===== src/rtl/hcf_pkg.sv =====
// Package with the widths, codes and shared types of the Harris corner frame block.
package hcf_pkg;

  localparam int MAX_WIDTH   = 256;
  localparam int MAX_HEIGHT  = 256;
  localparam int STORE_DEPTH = MAX_WIDTH * MAX_HEIGHT;
  localparam int ADDR_W      = $clog2(STORE_DEPTH);
  localparam int COUNT_W     = $clog2(STORE_DEPTH + 1);
  localparam int X_W         = $clog2(MAX_WIDTH);
  localparam int Y_W         = $clog2(MAX_HEIGHT);

  localparam int DIM_W      = 9;
  localparam int THR_W      = 8;
  localparam int K_W        = 16;
  localparam int K_FRAC     = 16;
  localparam int PIX_W      = 8;
  localparam int RSP_OUT_W  = 8;
  localparam int CFG_IDX_W  = 2;
  localparam int CFG_DATA_W = 16;

  localparam int GRAD_W  = 11;
  localparam int SQ_W    = 20;
  localparam int XY_W    = 21;
  localparam int SUM_W   = 24;
  localparam int CSUM_W  = 25;
  localparam int DET_W   = 2 * SUM_W + 1;
  localparam int T2_W    = 2 * (SUM_W + 1);
  localparam int KHI_W   = K_W + T2_W - K_FRAC;
  localparam int RESP_W  = 51;
  localparam int QUO_W   = 9;
  localparam int ITER_W  = $clog2(QUO_W);
  localparam int NUM_W   = RESP_W + QUO_W + 1;
  localparam int D255_W  = RESP_W + THR_W;

  localparam logic [DIM_W-1:0] RST_WIDTH     = 9'd256;
  localparam logic [DIM_W-1:0] RST_HEIGHT    = 9'd256;
  localparam logic [DIM_W-1:0] MIN_DIM       = 9'd3;
  localparam logic [THR_W-1:0] RST_THRESHOLD = 8'd120;
  localparam logic [K_W-1:0]   RST_HARRIS_K  = 16'd2621;

  typedef enum logic [CFG_IDX_W-1:0] {
    REG_WIDTH     = 2'd0,
    REG_HEIGHT    = 2'd1,
    REG_THRESHOLD = 2'd2,
    REG_HARRIS_K  = 2'd3
  } cfg_reg_t;

  typedef enum logic {
    ACT_LOAD  = 1'b0,
    ACT_FETCH = 1'b1
  } act_t;

  typedef enum logic [4:0] {
    S_IDLE,
    S_P1_TAP,
    S_P1_DRAIN,
    S_P1_WRITE,
    S_P2_TAP,
    S_P2_DRAIN,
    S_P2_M1,
    S_P2_M2,
    S_P2_M3,
    S_P2_M4,
    S_P2_WRITE,
    S_FINISH,
    S_F_DIFF,
    S_F_PREP,
    S_F_DIV,
    S_F_OUT
  } ctl_state_t;

  typedef enum logic [3:0] {
    OP_NONE,
    OP_LOAD,
    OP_TAP1,
    OP_WR1,
    OP_TAP2,
    OP_M1,
    OP_M2,
    OP_M3,
    OP_M4,
    OP_WR2,
    OP_FIN,
    OP_DIFF,
    OP_PREP,
    OP_DIV,
    OP_OUT
  } dp_op_t;

  typedef struct packed {
    logic frame_ready;
    logic load_final;
    logic tap_last;
    logic pix_last;
    logic div_last;
    logic out_free;
  } hcf_status_t;

endpackage


===== src/rtl/hcf_ctrl.sv =====
// Controller state machine sequencing load, compute passes and fetch division.
module hcf_ctrl import hcf_pkg::*; (
  input  logic        clk,
  input  logic        rst,
  input  logic        in_valid,
  input  logic        action,
  output logic        in_ready,
  input  hcf_status_t st,
  output dp_op_t      op
);

  ctl_state_t state, state_next;

  always_ff @(posedge clk) begin
    if (rst) begin
      state <= S_IDLE;
    end else begin
      state <= state_next;
    end
  end

  always_comb begin
    state_next = state;
    op         = OP_NONE;
    in_ready   = 1'b0;
    unique case (state)
      S_IDLE: begin
        in_ready = 1'b1;
        if (in_valid) begin
          if (act_t'(action) == ACT_LOAD) begin
            if (!st.frame_ready) begin
              op = OP_LOAD;
              if (st.load_final) begin
                state_next = S_P1_TAP;
              end
            end
          end else if (st.frame_ready) begin
            state_next = S_F_DIFF;
          end
        end
      end
      S_P1_TAP: begin
        op = OP_TAP1;
        if (st.tap_last) begin
          state_next = S_P1_DRAIN;
        end
      end
      S_P1_DRAIN: state_next = S_P1_WRITE;
      S_P1_WRITE: begin
        op         = OP_WR1;
        state_next = st.pix_last ? S_P2_TAP : S_P1_TAP;
      end
      S_P2_TAP: begin
        op = OP_TAP2;
        if (st.tap_last) begin
          state_next = S_P2_DRAIN;
        end
      end
      S_P2_DRAIN: state_next = S_P2_M1;
      S_P2_M1: begin
        op         = OP_M1;
        state_next = S_P2_M2;
      end
      S_P2_M2: begin
        op         = OP_M2;
        state_next = S_P2_M3;
      end
      S_P2_M3: begin
        op         = OP_M3;
        state_next = S_P2_M4;
      end
      S_P2_M4: begin
        op         = OP_M4;
        state_next = S_P2_WRITE;
      end
      S_P2_WRITE: begin
        op         = OP_WR2;
        state_next = st.pix_last ? S_FINISH : S_P2_TAP;
      end
      S_FINISH: begin
        op         = OP_FIN;
        state_next = S_IDLE;
      end
      S_F_DIFF: begin
        op         = OP_DIFF;
        state_next = S_F_PREP;
      end
      S_F_PREP: begin
        op         = OP_PREP;
        state_next = S_F_DIV;
      end
      S_F_DIV: begin
        op = OP_DIV;
        if (st.div_last) begin
          state_next = S_F_OUT;
        end
      end
      S_F_OUT: begin
        if (st.out_free) begin
          op         = OP_OUT;
          state_next = S_IDLE;
        end
      end
      default: state_next = S_IDLE;
    endcase
  end

endmodule


===== config.mk =====
export PLATFORM = sky130hd
export DESIGN_NAME = hcf_ctrl
export DESIGN_NICKNAME = d
export VERILOG_FILES = /design/src/rtl/hcf_pkg.sv /design/src/rtl/hcf_ctrl.sv
export SDC_FILE = /design/constraint.sdc
export NUM_CORES = 1
export LEC_CHECK = 0
export BUFFER_PORTS_ARGS = -buffer_cell sky130_fd_sc_hd__buf_2
export CORE_AREA = 3 3 40 42
export DETAILED_ROUTE_END_ITERATION = 12
export DIE_AREA = 0 0 43 45
export GPL_TIMING_DRIVEN = 0
export REMOVE_ABC_BUFFERS = 1
export SYNTH_ARGS = -nofsm -noshare
export SYNTH_HDL_FRONTEND = slang
export SYNTH_SLANG_ARGS = --single-unit

===== constraint.sdc =====
create_clock -name clk -period 1.5 [get_ports clk]
set_input_delay 0.3 -clock clk [delete_from_list [all_inputs] [get_ports clk]]
set_output_delay 0.3 -clock clk [all_outputs]
set_load 0.01 [all_outputs]

=== Word level (Yosys, flattened, before mapping) ===
Cells that the tools add are included.

* Logic and storage cells: 44
* Bits of input ports: 10
* Register bits: 5

* Reductions and logical operators: 2
* Muxes and demuxes: 18
* Eq/ne operators: 23

{| class="wikitable"
|+ Operator list
! operator !! number
|-
| $pmux 5 s15 || 1
|-
| $pmux 4 s14 || 1
|-
| $mux 5 || 9
|-
| $eq 5x4->1 const B || 8
|-
| $eq 5x3->1 const B || 4
|-
| $eq 5x2->1 const B || 2
|-
| $ne 2x2->1 const B || 5
|-
| $ne 3x3->1 const B || 3
|-
| $mux 4 || 2
|-
| $reduce_and 8->1 || 1
|-
| $eq 5x1->1 const B || 1
|-
| $logic_not 5->1 || 1
|-
| $mux 1 || 4
|-
| $mux 3 || 1
|}

=== Depth between registers and ports, before layout ===
* Depth in word-level cells: 5
* Depth in mapped cells: 6

=== Least setup slack after synthesis ===
No wires, ideal clock.

* Path kind: register to output
* Start: register state[0]
* End: output port op[2]
* Arrival time: 1.180 ns
* Slack: 0.020 ns
* Cell stages (with the launch flop): 7
* Cell sequence: dfxtp_1 > buf_6 > buf_2 > nor2_1 > nand2_1 > o21ai_0 > a211oi_1

* Cells in the longest elaborated chain, start to end: 2

{| class="wikitable"
|+ Ends and longest elaborated chain
! item !! line !! text
|-
| start, declared || hcf_ctrl.sv:12 || <nowiki>ctl_state_t state, state_next;</nowiki>
|-
| start signal, assigned || hcf_ctrl.sv:18 || <nowiki>state <= state_next;</nowiki>
|-
| $eq 5x4->1 (tied with other cells) || hcf_ctrl.sv:26 || <nowiki>unique case (state)</nowiki>
|-
| $pmux 4 s14 (*) || hcf_ctrl.sv:26 ||
|-
| end, declared || hcf_ctrl.sv:9 || <nowiki>output dp_op_t op</nowiki>
|}

Mark *: on every way between the ends. The rest lies on a longest branch, timed or not.

=== Worst setup path after layout ===
* Start: register state[0]
* End: output port op[3]

Same word-level chain as after synthesis.

==> results.json <==
{
  "reg.largest.list": "state: 4 flops",
  "setup_slack_ns": 0.0127,
  "area_delta_synth_final_pct": 40.7,
  "cp_num_buf_inv": 2,
  "gp_congestion": 0.726,
  "clockRootBuffer": "clkbuf_4",
  "cts_inserted_buffers": 3,
  "maxCapViolCount": 0,
  "final_layout_size_suffix_gt1_frac": 0.448,
  "clockBufferDepth": 2,
  "num_io_pins": 15,
  "tritoncts": "done",
  "grt_first_pass_wirelength_um": 2200,
  "grt_antenna_before_repair": 0,
  "overflow": 0,
  "crit_type": "flop to primary output",
  "p_leak_nw": 0.308,
  "synth_area_sq_um": 495,
  "yosysSeqAreaShare": 0.162,
  "antennaDiodeCount": 0,
  "cts_sinks": 4,
  "cpMaxStageDelayCell": "dfxtp_4",
  "critPathLaunch": "state[0]$_SDFFE_PP0P_",
  "worst_pin_slew_ns": 0.343,
  "core-area_sq_mm": 0.00128,
  "fin_skew_ns": 0.00474,
  "die_area_sq_mm": 0.00194,
  "grt_max_degree": 20,
  "path_cells": "buf_6 > o311a_1 > buf_2",
  "grt_pass1_vias": 518,
  "synth_cell_types": 29,
  "clk_latency_ns": 0.23,
  "initial_core_util": 0.386,
  "grt_usage": 0.150,
  "htreeDepth": 1,
  "post_dp_cell_area_sq_um": 541,
  "die_w_um": 43,
  "setup_violations": 0,
  "r2r_start": "state[0]$_SDFFE_PP0P_",
  "cp-start-kind": "flop",
  "largest_reg_flops": 4,
  "die_h_um": 45,
  "dp_hpwl_um": 749,
  "drcViolationCount": 0,
  "hold_buffers": 0,
  "final.period_utilization": 0.992,
  "slowest_delay_ns": 0.37,
  "ys_warn_count": 0,
  "final.setup.tns_ns": 0,
  "synthCells": 66,
  "peakVddDrop_mv": 0.531,
  "drt_wl_total_um": 1240,
  "portBuffers": 14,
  "cp.arrival_ns": 1.19,
  "clock.fmax_mhz": 672,
  "wl_per_cell_um": 12.1,
  "worstHoldPathType": "input port to flop",
  "cp_top_family": "flip-flops",
  "rsz0062_at_grt": "yes",
  "drt_iter0_markers": 6,
  "required_ns": 1.20,
  "min_from": "rst",
  "dr.pass1.iters": 4,
  "p_per_area_mw_per_mm2": 1710,
  "synth_area_per_cell_sq_um": 7.51,
  "finalCriticalPeriod_ns": 1.49,
  "ant_nets": 0,
  "nNetsFinal": 99,
  "stdcell_area_sq_um": 697,
  "synth-seq-cells": 4,
  "finalHoldViolCount": 0,
  "status": "complete, no violations",
  "critPathMaxFanout": 8,
  "final_max_slew_viol_count": 0,
  "clkTransAtPathRegs_ns": 0.04,
  "top_register": "state",
  "vias_per_cell": 5.35,
  "slew_headroom": 0.769,
  "endpoint_kind": "primary output",
  "num_vias": 546,
  "rows": 13,
  "place_ws_ns": -0.286
}
[cell usage in the layout (no fill, tap or decap)]
cell	instances
xor2_1	1
mux2i_1	3
and4_4	1
nand2_2	1
nor3_1	1
o22ai_1	2
nand4b_1	2
nor2b_4	1
buf_6	2
o21bai_1	1
a31oi_1	1
nor4_4	1
nand2b_1	3
a221o_1	2
clkbuf_4	3
nand2_1	2
nor3b_1	3
inv_1	1
xnor2_1	1
nor2_2	1
buf_4	9
a221oi_4	1
a2bb2oi_1	1
o21ai_0	4
nor2_4	1
nor2_1	7
dfxtp_4	4
a21oi_1	7
buf_2	14
and2_1	1
a211oi_1	1
or3b_1	1
nor2b_1	2
o311a_1	1
[power by group]
group	leakage, nW	switching [mW]	internal (mW)
Sequential	0.0356	0.123	0.156
Combinational	0.259	0.333	0.446
Clock	0.0138	0.0418	0.0893
Total	0.308	0.497	0.692
[metrics by stage]
stage                     cells  utilization  total power, mW  hold WS, ns
after global routing        102        0.542             1.29        0.254
after detailed placement     88        0.421            0.831        0.510
after CTS                   100        0.516             1.14        0.253
after floorplan              59            -            0.678        0.372
after global placement       88        0.421            0.829        0.510
final                       102        0.542             1.19        0.256
[routing by layer]
layer | routed length (um) | share of wire | vias to the layer above | global-route usage
li1 | - | - | 287 | -
met1 | 545 | 0.44 | 252 | 0.180
met2 | 659 | 0.53 | 7 | 0.260
met3 | 32 | 0.026 | 0 | 0.0239
met4 | 0 | 0 | 0 | 0.0723
met5 | 0 | 0 | - | 0
[worst reg2reg max path, cell delays in order, from the launching register on]
cell and delay (ns):
dfxtp_4 0.37, buf_4 0.14, mux2i_1 0.10, and4_4 0.20, a221oi_4 0.27, mux2i_1 0.24
nor2_1 0.05
[cell families (layout without fill, tap and decap cells)]
family                 Yosys count  count (layout)  share of synthesized area
flip-flops                       4               4                      0.162
AO/OA/AOI/OAI                   21              21                      0.311
XOR/XNOR                         2               2                     0.0354
AND/OR/NAND/NOR                 28              28                      0.336
buffers and inverters            8              29                     0.0959
multiplexers                     3               3                     0.0606
[path summary, 6_finish.rpt]
check	end	slack [ns]	cells after the start
hold / removal	state[3]$_SDFFE_PP0P_	0.26	2
setup reg to reg	state[0]$_SDFFE_PP0P_	0.02	6
hold reg to reg	state[2]$_SDFFE_PP0P_	0.64	2
setup / recovery	op[3]	0.01	3
[synth_stat cells]
| library cell | instances | area, sq um |
|---|---|---|
| mux2i_1 | 3 | 30.0 |
| nand2b_1 | 3 | 18.8 |
| nand4b_1 | 2 | 17.5 |
| nand2_1 | 3 | 11.3 |
| o21ai_0 | 4 | 20.0 |
| a221oi_4 | 1 | 26.3 |
| nor2b_1 | 3 | 18.8 |
| xor2_1 | 1 | 8.76 |
| a21oi_1 | 7 | 35.0 |
| dfxtp_1 | 4 | 80.1 |
| o22ai_1 | 2 | 12.5 |
| a221o_1 | 2 | 20.0 |
| o21bai_1 | 1 | 7.51 |
| inv_1 | 1 | 3.75 |
| a2bb2oi_1 | 1 | 8.76 |
| xnor2_1 | 1 | 8.76 |
| buf_6 | 1 | 11.3 |
| nor3b_1 | 3 | 22.5 |
| nor2_1 | 9 | 33.8 |
| nor3_1 | 1 | 5.00 |
| and4_4 | 1 | 11.3 |
| a31oi_1 | 1 | 6.26 |
| a211oi_1 | 1 | 7.51 |
| or3b_1 | 1 | 8.76 |
| and2_1 | 1 | 6.26 |
| nor4_2 | 1 | 12.5 |
| buf_4 | 1 | 7.51 |
| o311a_1 | 1 | 10.0 |
| buf_2 | 5 | 25.0 |
[layout make-up]
type,count,area (sq um)
multi-input combinational,54,397
sequential,4,95.1
tap,15,18.8
timing repair buffer,25,160
clock buffer,3,22.5
fill,121,588
inverter,1,3.75
[what timing repair did]
item,in CTS,in global routing
pin swaps,2,3
resized for setup,12,5
setup buffers,9,2
endpoints found under the setup margin,9,7
Note: power is estimated with default switching activity, not from simulation.
